$ cat src/rrps_pkg.sv
// ----------------------------------------------------------------------------
// rrps_pkg: shared constants and helpers for the round-robin scheduler
// Slot count, command codes, segment constants and the slot-to-segment map.
// ----------------------------------------------------------------------------
package rrps_pkg;

    // Process table size (2 to 8)
    localparam int NUM_PROCS = 8;
    localparam int ID_W      = $clog2(NUM_PROCS);
    localparam int ID_PORT_W = 3;

    localparam logic [15:0] STACK_INIT   = 16'hFF00;
    localparam logic [15:0] USER_SEG_MIN = 16'h2000;

    localparam logic [ID_W-1:0] LAST_ID = ID_W'(NUM_PROCS - 1);

    // Command codes
    localparam logic [2:0] CMD_TICK   = 3'd0;
    localparam logic [2:0] CMD_SPAWN  = 3'd1;
    localparam logic [2:0] CMD_BSPAWN = 3'd2;
    localparam logic [2:0] CMD_TERM   = 3'd3;
    localparam logic [2:0] CMD_KILL   = 3'd4;

    typedef enum logic [3:0] {
        S_IDLE = 4'b0001,
        S_SCAN = 4'b0010,
        S_WAKE = 4'b0100,
        S_DONE = 4'b1000
    } t_state;

    // Segment of a slot: (id + 2) * 0x1000, kept to 16 bits
    function automatic logic [15:0] seg_of(input logic [ID_W-1:0] id);
        logic [3:0] hi;
        hi = 4'(id) + 4'd2;
        return {hi, 12'h000};
    endfunction

    // Round-robin successor of a slot index
    function automatic logic [ID_W-1:0] next_id(input logic [ID_W-1:0] id);
        return (id == LAST_ID) ? '0 : ID_W'(id + 1'b1);
    endfunction

endpackage

$ cat src/round_robin_process_scheduler.sv
// ----------------------------------------------------------------------------
// round_robin_process_scheduler
// Process slot table with round-robin tick scheduling, spawn, terminate, kill.
// ----------------------------------------------------------------------------
// A command is taken when start is high and busy is low; busy then stays high
// until the result has been shown. The result appears for a single cycle with
// o_done high and must be captured then: there is no way to hold it. One slot
// is examined per cycle by a single compare step under a small sequencer, so a
// command scans at most the whole table between accepting it and the result;
// terminate, and kill of a slot in the table, sweep the whole table to wake
// waiters; a bad kill target or an unsupported command skips to the result.
module round_robin_process_scheduler
    import rrps_pkg::*;
(
    input  logic                 i_clk,
    input  logic                 i_rst_n,
    input  logic                 start,
    output logic                 busy,
    input  logic [2:0]           i_cmd,
    input  logic [15:0]          i_interrupted_segment,
    input  logic [15:0]          i_interrupted_stack,
    input  logic [ID_PORT_W-1:0] i_target_id,
    input  logic                 i_load_ok,
    output logic                 o_done,
    output logic [15:0]          o_resume_segment,
    output logic [15:0]          o_resume_stack,
    output logic [ID_PORT_W-1:0] o_running_id,
    output logic [ID_PORT_W-1:0] o_new_slot,
    output logic                 o_slot_found
);

    t_state r_state, n_state;

    logic [NUM_PROCS-1:0] r_slot_active;
    logic [NUM_PROCS-1:0] r_wait_valid;
    logic [ID_W-1:0]      r_wait_child  [NUM_PROCS];
    logic [15:0]          r_saved_stack [NUM_PROCS];
    logic [ID_W-1:0]      r_cur;

    logic [2:0]      r_cmd;
    logic            r_user;
    logic            r_load_ok;
    logic [ID_W-1:0] r_idx;
    logic [ID_W-1:0] r_child;

    logic [15:0]     r_out_seg;
    logic [15:0]     r_out_sp;
    logic [ID_W-1:0] r_new_slot;
    logic            r_found;

    logic            accept;
    logic            tgt_ok;
    logic [ID_W-1:0] tgt_idx;
    logic            scan_hit;
    logic            scan_end;
    logic            is_last;
    logic            wake_hit;

    assign accept  = start && (r_state == S_IDLE);
    assign tgt_ok  = int'(i_target_id) < NUM_PROCS;
    assign tgt_idx = ID_W'(i_target_id);
    assign is_last = (r_idx == LAST_ID);

    // Shared per-slot compare
    always_comb begin
        case (r_cmd)
            CMD_TICK:   scan_hit = r_slot_active[r_idx] || (r_user && r_idx == r_cur);
            CMD_SPAWN,
            CMD_BSPAWN: scan_hit = !r_slot_active[r_idx] && !r_wait_valid[r_idx];
            default:    scan_hit = 1'b0;
        endcase
        // a user tick always lands on a slot, at worst back on the current one
        scan_end = scan_hit || (!r_user && is_last);
        wake_hit = r_wait_valid[r_idx] && (r_wait_child[r_idx] == r_child);
    end

    always_comb begin
        n_state = r_state;
        case (r_state)
            S_IDLE: begin
                if (start) begin
                    case (i_cmd)
                        CMD_TICK, CMD_SPAWN, CMD_BSPAWN: n_state = S_SCAN;
                        CMD_TERM: n_state = S_WAKE;
                        CMD_KILL: n_state = tgt_ok ? S_WAKE : S_DONE;
                        default:  n_state = S_DONE;
                    endcase
                end
            end
            S_SCAN:  if (scan_end) n_state = S_DONE;
            S_WAKE:  if (is_last) n_state = S_DONE;
            S_DONE:  n_state = S_IDLE;
            default: n_state = S_IDLE;
        endcase
    end

    always_ff @(posedge i_clk) begin
        if (!i_rst_n) begin
            r_state       <= S_IDLE;
            r_slot_active <= '0;
            r_wait_valid  <= '0;
            r_cur         <= '0;
            r_cmd         <= CMD_TICK;
            r_user        <= 1'b0;
            r_idx         <= '0;
            for (int k = 0; k < NUM_PROCS; k++) begin
                r_wait_child[k]  <= '0;
                r_saved_stack[k] <= STACK_INIT;
            end
        end else begin
            r_state <= n_state;
            case (r_state)
                S_IDLE: begin
                    if (accept) begin
                        r_cmd      <= i_cmd;
                        r_load_ok  <= i_load_ok;
                        r_out_seg  <= i_interrupted_segment;
                        r_out_sp   <= i_interrupted_stack;
                        r_new_slot <= '0;
                        r_found    <= 1'b0;
                        r_idx      <= '0;
                        r_user     <= 1'b0;
                        r_child    <= r_cur;
                        case (i_cmd)
                            CMD_TICK: begin
                                if (i_interrupted_segment >= USER_SEG_MIN) begin
                                    r_saved_stack[r_cur] <= i_interrupted_stack;
                                    r_idx  <= next_id(r_cur);
                                    r_user <= 1'b1;
                                end
                            end
                            CMD_TERM: begin
                                r_wait_valid[r_cur]  <= 1'b0;
                                r_slot_active[r_cur] <= 1'b0;
                            end
                            CMD_KILL: begin
                                if (tgt_ok) begin
                                    r_slot_active[tgt_idx] <= 1'b0;
                                    r_child <= tgt_idx;
                                end
                            end
                            default: ;
                        endcase
                    end
                end
                S_SCAN: begin
                    if (scan_hit) begin
                        if (r_cmd == CMD_TICK) begin
                            r_cur     <= r_idx;
                            r_out_seg <= seg_of(r_idx);
                            r_out_sp  <= r_saved_stack[r_idx];
                        end else begin
                            r_saved_stack[r_idx] <= STACK_INIT;
                            r_wait_valid[r_idx]  <= 1'b0;
                            r_found              <= 1'b1;
                            r_new_slot           <= r_idx;
                            if (r_load_ok) begin
                                // parent goes to sleep first so a self-spawn ends active
                                if (r_cmd == CMD_BSPAWN) begin
                                    r_wait_valid[r_cur]  <= 1'b1;
                                    r_wait_child[r_cur]  <= r_idx;
                                    r_slot_active[r_cur] <= 1'b0;
                                end
                                r_slot_active[r_idx] <= 1'b1;
                            end
                        end
                    end else begin
                        r_idx <= next_id(r_idx);
                    end
                end
                S_WAKE: begin
                    if (wake_hit) begin
                        r_wait_valid[r_idx]  <= 1'b0;
                        r_slot_active[r_idx] <= 1'b1;
                    end
                    r_idx <= next_id(r_idx);
                end
                default: ;
            endcase
        end
    end

    assign busy             = (r_state != S_IDLE);
    assign o_done           = (r_state == S_DONE);
    assign o_resume_segment = r_out_seg;
    assign o_resume_stack   = r_out_sp;
    assign o_running_id     = ID_PORT_W'(r_cur);
    assign o_new_slot       = ID_PORT_W'(r_new_slot);
    assign o_slot_found     = r_found;

    // ------------------------------------------------------------------
    // Assertions
    // ------------------------------------------------------------------
    a_onehot_state: assert property (@(posedge i_clk) disable iff (!i_rst_n)
        $onehot(r_state))
        else $error("scheduler state not one-hot");

    a_cur_in_table: assert property (@(posedge i_clk) disable iff (!i_rst_n)
        int'(r_cur) < NUM_PROCS)
        else $error("running slot outside table");

    a_done_then_idle: assert property (@(posedge i_clk) disable iff (!i_rst_n)
        o_done |=> !busy && !o_done)
        else $error("result beat not followed by idle");

    a_found_only_spawn: assert property (@(posedge i_clk) disable iff (!i_rst_n)
        o_done && o_slot_found |-> (r_cmd == CMD_SPAWN || r_cmd == CMD_BSPAWN))
        else $error("slot found on a non-spawn command");

    a_accept_busy: assert property (@(posedge i_clk) disable iff (!i_rst_n)
        start && !busy |=> busy)
        else $error("accepted beat did not raise busy");

endmodule
$ cat config.mk
export PLATFORM = sky130hd
export DESIGN_NAME = round_robin_process_scheduler
export DESIGN_NICKNAME = d
export VERILOG_FILES = /design/src/rrps_pkg.sv /design/src/round_robin_process_scheduler.sv
export SDC_FILE = /design/constraint.sdc
export NUM_CORES = 1
export LEC_CHECK = 0
export ABC_AREA = 1
export BUFFER_PORTS_ARGS = -buffer_cell sky130_fd_sc_hd__buf_2
export CAP_MARGIN = 0
export CORE_MARGIN = 5
export CORE_UTILIZATION = 55
export DETAILED_ROUTE_END_ITERATION = 16
export PLACE_DENSITY = 0.77
export SKIP_LAST_GASP = 1
export SYNTH_ARGS = -nofsm -noshare
export SYNTH_HDL_FRONTEND = slang
export SYNTH_SLANG_ARGS = --single-unit
$ cat constraint.sdc
create_clock -name i_clk -period 3.3 [get_ports i_clk]
set_input_delay 0.66 -clock i_clk [delete_from_list [all_inputs] [get_ports i_clk]]
set_output_delay 0.66 -clock i_clk [all_outputs]
set_load 0.005 [all_outputs]
==> results of run 1 <==
final cells by class:
cell class                      count  area share
Tap cell                          265      0.0267
Sequential cell                   225       0.517
Timing Repair Buffer              107      0.0481
Clock inverter                     16      0.0141
Clock buffer                       28      0.0495
Inverter                          108      0.0342
Multi-Input combinational cell    796       0.311
worst register-to-register path, cell delays in order, from the launching register on:
cell,delay (ns)
dfxtp_1,0.55
inv_2,0.18
nand3_1,0.12
nand2_1,0.09
o21ai_2,0.20
nand4_4,0.28
o21ai_2,0.35
inv_2,0.11
nor2_4,0.18
nand2_4,0.13
nand2_1,0.35
buf_4,0.27
cell families (layout without fill, tap and decap cells):
logic type      count (synthesis)  after routing  synth area share
buf+inv                       158            259            0.0583
simple gates                  598            598             0.238
compound gates                190            190             0.106
fa+ha+maj                       8              8           0.00917
flops                         225            225             0.589
Yosys cell counts (2+ instances only):
cell type	count	area share
a21oi_1	29	0.013
and2_1	2	0.0011
buf_1	3	0.0010
buf_2	4	0.0018
buf_4	3	0.0021
clkbuf_1	39	0.013
clkinv_1	2	0.00069
clkinv_2	4	0.0018
dfxtp_1	33	0.061
edfxtp_1	192	0.53
ha_1	8	0.0092
inv_1	87	0.030
inv_2	11	0.0038
inv_4	2	0.0011
inv_6	2	0.0016
nand2_1	266	0.091
nand2_2	4	0.0023
nand2_4	6	0.0062
nand3_1	65	0.030
nand3_4	2	0.0032
nor2_1	208	0.072
nor2_2	19	0.011
nor2_4	6	0.0062
nor2_8	3	0.0055
nor3_1	13	0.0060
o211ai_1	9	0.0062
o21ai_0	92	0.042
o21ai_2	4	0.0032
o21bai_1	10	0.0069
o221ai_1	27	0.022
o22ai_1	8	0.0046
o31ai_1	4	0.0028
metrics by stage:
stage / instance area [um^2] / setup WS (ns) / utilization / power [uW] / hold slack [ns]
floorplan: 10900 / 0.210 / - / 4350 / 0.445
global placement: 11600 / 0.387 / 0.596 / 4770 / 0.459
detailed placement: 11600 / 0.293 / 0.596 / 4810 / 0.479
CTS: 12400 / 0.263 / 0.637 / 7470 / 0.311
global route: 12400 / 0.0379 / 0.637 / 7780 / 0.314
finish: 12400 / 0.213 / 0.637 / 7480 / 0.326
power by group:
group          internal, uW  total, uW  switching (uW)
Sequential             3260       3370             114
Combinational           420       1400             982
Clock                  1580       2700            1120
final timing paths:
check	startpoint	endpoint	slack (ns)
worst max register to register	r_idx[1]$_SDFFE_PN0P_	r_saved_stack[7][2]$_SDFFCE_PN0P_	0.21
worst min-delay path	i_load_ok	r_load_ok$_DFFE_PP_	0.33
worst max-delay path	r_idx[1]$_SDFFE_PN0P_	r_saved_stack[7][2]$_SDFFCE_PN0P_	0.21
worst min register to register	r_cmd[1]$_SDFFE_PN0P_	r_cmd[1]$_SDFFE_PN0P_	0.48
sequential cells by signal, summed over array words and instances (netlist names), 4 cells and up, named ones only:
signal            flops
o_resume_stack       16
r_wait_valid          8
r_slot_active         8
r_state               4
r_saved_stack       128
o_resume_segment     16
r_wait_child         24
layer usage:
| layer | part of all wire | vias to the layer above | track usage |
|---|---|---|---|
| met4 | 0.031 | 0 | 0.0911 |
| li1 | - | 4142 | - |
| met3 | 0.11 | 73 | 0.0398 |
| met2 | 0.44 | 549 | 0.394 |
| met5 | 0 | - | 0 |
| met1 | 0.41 | 4140 | 0.372 |
==> impl_metrics.yaml, run 1 <==
grt:
  grt_pass1_vias: 8501
  track_usage: 0.256
  globalRouteOverflowTotal: 0
  grt_pass1_wl_um: 45200
  antenna_found_initial: 0
  grt_max_degree: 65
sta:
  fin_crit_ns: 3.09
  finalClockSkew_ns: 0.0197
  slew_headroom: 0.458
  hold_viol: 0
  worstMarginPinSlew_ns: 0.810
  period_share: 0.935
  setup_viol: 0
  rsz0062_at_grt: "false"
  slew_violations: 0
  max_freq_mhz: 324
  finalSetupTns_ns: 0
drt:
  ant_nets: 0
  vias: 8904
  wl_per_cell_um: 18.7
  routed_via_density: 5.76
  drt_iter0_markers: 1091
  drtPass1Iterations: 6
  drc_errors: 0
  routed_wl_um: 28800
setup_path:
  rr_worst_depth: 11
  crit_cells: 11
  path_delay_family: "simple AND/OR/NAND/NOR gates"
  critical-path-slowest-cell: "dfxtp_1"
  path_class: "flip-flop to flip-flop"
  cp_cell_sequence: "inv_2 -> nand3_1 -> nand2_1 -> o21ai_2 -> nand4_4 -> o21ai_2 -> inv_2 -> nor2_4 -> nand2_4 -> nand2_1 -> buf_4"
  slowest_delay_ns: 0.55
  worst-path-max-fanout: 15
  startpoint_type: "flip-flop"
  critPathCaptureType: "flip-flop"
  worstPathArrival_ns: 3.32
  path_buf_inv: 3
  required_ns: 3.53
power:
  ir_worst_vdd_mv: 0.412
  leakagePower_uw: 0.00485
  p_per_area_nw_per_um2: 602
final_layout:
  fill_cells: 1626
  mostFrequentLayoutCells: "nand2_1, nor2_1, edfxtp_1"
  final_nets: 1312
  area_delta_synth_final_pct: 13.9
  final_cells: 1545
  drive_gt1_frac: 0.165
  final_common_cell: "nand2_1"
  antennaDiodeCount: 0
  regArea_um2: 6430
  multi_input_area_um2: 3860
logic_synthesis:
  synth_ff_type: "edfxtp_1"
  synth.avg_cell_area_um2: 9.26
  synth_edf_count: 192
  synth_cell_type_count: 44
  syn_nets: 1229
  ys_ff_latch: 225
  synthesis.area_um2: 10900
  ys_async_sr_fraction: 0
  yosys_warnings: 0
  syn_inst: 1179
  synth_seq_area_share: 0.589
clock_network:
  clkSinkCount: 225
  tritoncts: "done"
  ctsResizeCount: 0
  clockBufferDepth: 3
  cts_hold_repair.buffers: 0
  clk_pin_slew_ns: 0.06
  clock_latency_ns: 0.53
  cts_setup_buffers: 0
  cts-buffers-inserted: 24
  clockRootBuffer: "clkbuf_16"
  htreeDepth: 1
min_path:
  holdPathStages: 1
  hold_path.class: "input pin to flip-flop"
floorplan:
  start_util: 0.559
  core_um2: 19500
  std_cell_rows: 51
  die_h_um: 151
  die_area_um2: 22800
  die_x_um: 151
  ios: 83
place:
  dp_cells: 1501
  globalplace.congestion: 0.989
  port_buffers: 82
  place_hpwl_um: 19400
outcome:
  status: "completed"
run:
  cap_violations: 0
No activity file was read; power rests on OpenSTA's default activity.
==> inputs of run 2 (changes only) <==
==> constraint.sdc (replaced) <==
create_clock -name i_clk -period 2.6 [get_ports i_clk]
set_input_delay 0.52 -clock i_clk [delete_from_list [all_inputs] [get_ports i_clk]]
set_output_delay 0.52 -clock i_clk [all_outputs]
set_load 0.005 [all_outputs]
==> run 2 against run 1 <==
  * Highest routed layer unchanged
  * Global-route usage is 0.24 points lower
  * Worst hold slack worse by 0.14 ns
  * Die area stayed put
  * Fmax is 23% higher
  * Combinational power is 34% higher
  * Critical endpoint is now r_saved_stack[3][4]$_SDFFCE_PN0P_
  * Cell count is 2.1% higher
  * Sequential share of layout area is 1.4 points lower
  * Sequential power is 27% higher
  * Count of clock-buffer cells in the layout is 3 higher
  * First-iteration DRC count is 7.7% higher
  * Register-to-register slack worse by 0.11 ns
  * Clock power is 23% higher
  * Critical path type unchanged
==> impl_metrics.yaml, run 2 (synthesis gave the netlist of run 1 again) <==
sta:
  setup_ws_ns: 0.100
  max_freq_mhz: 400
  slew_headroom: 0.517
  rsz0062_at_grt: "true"
  setup_viol: 0
  worstMarginPinSlew_ns: 0.716
  fin_crit_ns: 2.50
  hold_ws_ns: 0.188
  period_share: 0.961
  slew_violations: 0
  finalClockSkew_ns: 0.0206
  hold_viol: 0
clock_network:
  clk_pin_slew_ns: 0.06
  htreeDepth: 1
  clockRootBuffer: "clkbuf_16"
  clock_latency_ns: 0.52
  cts-buffers-inserted: 24
  tritoncts: "done"
  clockBufferDepth: 3
  clkSinkCount: 225
place:
  place_hpwl_um: 19400
  port_buffers: 82
  dpl_cell_area_um2: 11900
  globalplace.congestion: 0.965
  place_ws_ns: 0.0367
setup_path:
  reg2reg_setup_slack_ns: 0.10
  cp-startpoint: "r_idx[0]$_SDFFE_PN0P_"
  reg2reg_from: "r_idx[0]$_SDFFE_PN0P_"
  worst-path-max-fanout: 16
  rr_worst_depth: 11
  endpoint: "r_saved_stack[3][4]$_SDFFCE_PN0P_"
  required_ns: 2.75
  r2r-end: "r_saved_stack[3][4]$_SDFFCE_PN0P_"
  startpoint_type: "flip-flop"
  critPathCaptureType: "flip-flop"
  worstPathArrival_ns: 2.65
  path_class: "flip-flop to flip-flop"
floorplan:
  std_cell_rows: 51
  start_util: 0.559
  core_um2: 19500
  ios: 83
  die_area_um2: 22800
  die_h_um: 151
  die_x_um: 151
grt:
  globalRouteOverflowTotal: 0
  antenna_found_initial: 0
  grt_pass1_wl_um: 45500
  track_usage: 0.254
  grt_max_degree: 65
  grt_pass1_vias: 8695
drt:
  vias: 9089
  routed_wl_um: 28700
  ant_nets: 0
  wl_per_cell_um: 18.2
  drt_iter0_markers: 1175
  routed_via_density: 5.76
  drc_errors: 0
  drtPass1Iterations: 6
final_layout:
  final_util: 0.654
  largest_register_ffs: 128
  final_nets: 1344
  drive_gt1_frac: 0.192
  regMostFlops: "r_saved_stack"
  final_common_cell: "nand2_1"
  fin_area_um2: 12800
  mostFrequentLayoutCells: "nand2_1, nor2_1, edfxtp_1"
  antennaDiodeCount: 0
  area_delta_synth_final_pct: 17.0
  top_regs: "r_saved_stack x128, r_wait_child x24"
power:
  leakagePower_uw: 0.00503
  power.total_uw: 9490
  ir_worst_vdd_mv: 0.625
  p_per_area_nw_per_um2: 743
outcome:
  status: "completed"
min_path:
  hold_path.class: "input pin to flip-flop"
run:
  cap_violations: 0
[run 2: worst min-delay path by stage]
stage	startpoint	end	slack, ns	cells past startpoint
6_report	i_load_ok	r_load_ok$_DFFE_PP_	0.19	1
5_1_grt	i_load_ok	r_load_ok$_DFFE_PP_	0.18	1
4_1_cts	i_load_ok	r_load_ok$_DFFE_PP_	0.17	1
3_5_place_dp	r_cmd[1]$_SDFFE_PN0P_	r_cmd[1]$_SDFFE_PN0P_	0.46	2
3_3_place_gp	r_cmd[1]$_SDFFE_PN0P_	r_cmd[1]$_SDFFE_PN0P_	0.46	2
2_1_floorplan	r_cmd[1]$_SDFFE_PN0P_	r_cmd[1]$_SDFFE_PN0P_	0.44	2
[run 2: final cells by class]
class,instances,area (um^2)
well taps,265,332
flip-flops and latches,225,6430
clock inverters,13,114
clock buffers,31,668
inverters,108,425
fillers,1593,6750
multi-input cells,797,3930
repair buffers,138,872
[run 2: worst max-delay path, stage by stage (launching register included)]
cell and delay, ns:
dfxtp_1 0.41, buf_4 0.22, nand2_1 0.08, nand3_1 0.08, nand3_1 0.09, nand2_2 0.14
nand4_4 0.19, o21ai_4 0.25, inv_2 0.09, nor2_4 0.13, nand2_2 0.07, nand2_2 0.38
[run 2: layer usage]
layer | share of wire | global-route usage
met5 | 0 | 0
met4 | 0.025 | 0.0739
met3 | 0.10 | 0.0404
met2 | 0.45 | 0.396
met1 | 0.42 | 0.370
[run 2: what timing repair did]
| item | in CTS | in global routing |
|---|---|---|
| resized for setup | 0 | 10 |
| hold buffers | 0 | 0 |
| buffers inserted | 0 | 3 |
| endpoints found under the setup margin | 0 | 136 |
[run 2: report_power, final]
part	leakage, uW	total, uW	switching, uW	internal, uW
sequential	0.00199	4280	139	4140
combinational	0.00266	1880	1270	612
clock	0.000381	3330	1400	1930
total	0.00503	9490	2810	6680
[run 2: metrics by stage]
stage / cells / setup TNS [ns]
6_report: 1577 / 0
5_1_grt: 1577 / -0.854
4_1_cts: 1573 / 0
3_5_place_dp: 1529 / 0
3_3_place_gp: 1529 / 0
2_1_floorplan: 1179 / -0.0000284
==> inputs of run 3 (changes only) <==
--- a/config.mk
+++ b/config.mk
@@ -9,9 +9,8 @@
 export BUFFER_PORTS_ARGS = -buffer_cell sky130_fd_sc_hd__buf_2
 export CAP_MARGIN = 0
 export CORE_MARGIN = 5
-export CORE_UTILIZATION = 55
+export CORE_UTILIZATION = 40
 export DETAILED_ROUTE_END_ITERATION = 16
-export PLACE_DENSITY = 0.77
 export SKIP_LAST_GASP = 1
 export SYNTH_ARGS = -nofsm -noshare
 export SYNTH_HDL_FRONTEND = slang
==> run 3 against run 2 <==
  * Sequential power about the same
  * Non-clock buffer count shrank 3
  * Die area is 35% higher
  * First-iteration DRC count decreased by 12%
  * Global-route usage shrank 5.8 points
  * Flip-flop and latch count did not move
  * Total power increased by 3.7%
  * Design area up 1.3%
  * Critical path type unchanged
==> impl_metrics.yaml, run 3 (synthesis gave the netlist of run 1 again) <==
outcome:
  status: "completed"
final_layout:
  final_util: 0.480
  top_regs: "r_saved_stack x128, r_wait_child x24"
  final_nets: 1342
  final_common_cell: "nand2_1"
  mostFrequentLayoutCells: "nand2_1, nor2_1, edfxtp_1"
  antennaDiodeCount: 0
  regMostFlops: "r_saved_stack"
  drive_gt1_frac: 0.185
  final_cells: 1652
  largest_register_ffs: 128
  area_delta_synth_final_pct: 18.5
drt:
  drt_iter0_markers: 1038
  routed_wl_um: 30400
  drc_errors: 0
  wl_per_cell_um: 18.4
  ant_nets: 0
  routed_via_density: 5.27
  drtPass1Iterations: 6
  vias: 8710
place:
  place_hpwl_um: 20300
  dp_cells: 1601
  place_ws_ns: -0.00492
  globalplace.congestion: 0.940
  port_buffers: 82
power:
  switching_share: 0.291
  ir_worst_vdd_mv: 0.507
  pwr-share-comb: 0.195
  p_seq_frac: 0.435
  p_switching_uw: 2870
  power.total_uw: 9840
  clkPwrFrac: 0.370
  leakagePower_uw: 0.00506
  internal-power_uw: 6970
  p_per_area_nw_per_um2: 761
clock_network:
  cts_hold_repair.buffers: 0
  htreeDepth: 1
  clk_pin_slew_ns: 0.06
  clkSinkCount: 225
  tritoncts: "done"
  clockBufferDepth: 3
  cts-buffers-inserted: 25
  clock_latency_ns: 0.54
  clockRootBuffer: "clkbuf_16"
setup_path:
  reg2reg_from: "r_idx[2]$_SDFFE_PN0P_"
  critPathCaptureType: "flip-flop"
  worst-path-max-fanout: 16
  r2r-end: "r_saved_stack[7][3]$_SDFFCE_PN0P_"
  rr_worst_depth: 10
  path_class: "flip-flop to flip-flop"
  reg2reg_setup_slack_ns: 0.05
  startpoint_type: "flip-flop"
  cp-startpoint: "r_idx[2]$_SDFFE_PN0P_"
  required_ns: 2.85
  worstPathArrival_ns: 2.79
sta:
  worstMarginPinSlew_ns: 0.791
  slew_headroom: 0.467
  period_share: 0.980
  max_freq_mhz: 392
  rsz0062_at_grt: "true"
  fin_crit_ns: 2.55
  setup_viol: 0
  setup_ws_ns: 0.0511
  slew_violations: 0
  finalClockSkew_ns: 0.0105
  hold_viol: 0
grt:
  grt_pass1_wl_um: 47700
  grt_pass1_vias: 8372
  antenna_found_initial: 0
  track_usage: 0.196
  grt_max_degree: 65
  globalRouteOverflowTotal: 0
floorplan:
  ios: 83
  start_util: 0.405
  core_um2: 27000
  die_h_um: 175
  die_area_um2: 30700
  std_cell_rows: 60
  die_x_um: 175
min_path:
  hold_start: "i_load_ok"
  holdPathEnd: "r_load_ok$_DFFE_PP_"
  holdPathStages: 1
  hold_path.class: "input pin to flip-flop"
run:
  cap_violations: 0
-- run 3: power groups by stage --
| stage | sequential, uW | combinational [uW] | clock (uW) |
|---|---|---|---|
| final | 4290 | 1920 | 3640 |
| after floorplan | 4310 | 1210 | 0 |
| after CTS | 4280 | 1870 | 3700 |
| after global placement | 4350 | 1850 | 0 |
| after global routing | 4300 | 2140 | 3860 |
| after detailed placement | 4350 | 1860 | 0 |
-- run 3: through the flow --
stage	hold slack, ns	cell area, um^2	setup TNS (ns)
after global routing	0.151	12900	-0.401
final	0.161	12900	0
after CTS	0.143	12800	0
after global placement	0.469	12000	0
after detailed placement	0.478	12000	-0.0567
after floorplan	0.445	10900	-0.0000284
-- run 3: how the worst max path moves through the flow --
stage               slack (ns)                                 end  depth (start not counted)
finish                    0.05   r_saved_stack[7][3]$_SDFFCE_PN0P_                         10
global route             -0.03  r_saved_stack[7][10]$_SDFFCE_PN1P_                         10
CTS                       0.03   r_saved_stack[1][6]$_SDFFCE_PN0P_                         13
detailed placement      -0.005   r_saved_stack[4][3]$_SDFFCE_PN0P_                         11
global placement          0.04   r_saved_stack[4][3]$_SDFFCE_PN0P_                         11
floorplan            -0.000002   r_saved_stack[2][0]$_SDFFCE_PN0P_                          9
-- run 3: worst max-delay path: stages (launching register included) --
cell and delay (ns):
dfxtp_1 0.65, nand3_1 0.23, o21ai_4 0.15, nand4_4 0.22
nand2_1 0.21, inv_2 0.09, nor2_8 0.14, buf_4 0.14
nand2_4 0.11, nand2_1 0.13, buf_12 0.18
-- run 3: layout make-up --
cell class / instances / area, um^2
clock buffer: 36 / 677
sequential: 225 / 6430
clock inverter: 10 / 161
multi-input combinational: 797 / 3940
inverter: 108 / 429
fill: 2531 / 14000
timing repair buffer: 135 / 871
tap: 341 / 427
-- run 3: what timing repair did --
action	CTS	global route
pin swaps	0	4
endpoints found under the setup margin	21	202
gates resized for setup	2	12
gates cloned	0	1
buffers inserted	0	4
hold endpoints to repair	0	0
-- run 3: routing by layer --
metal / share of wire / global-route usage
met5: 0 / 0
met4: 0.026 / 0.0475
met3: 0.078 / 0.0366
met2: 0.44 / 0.307
met1: 0.45 / 0.282
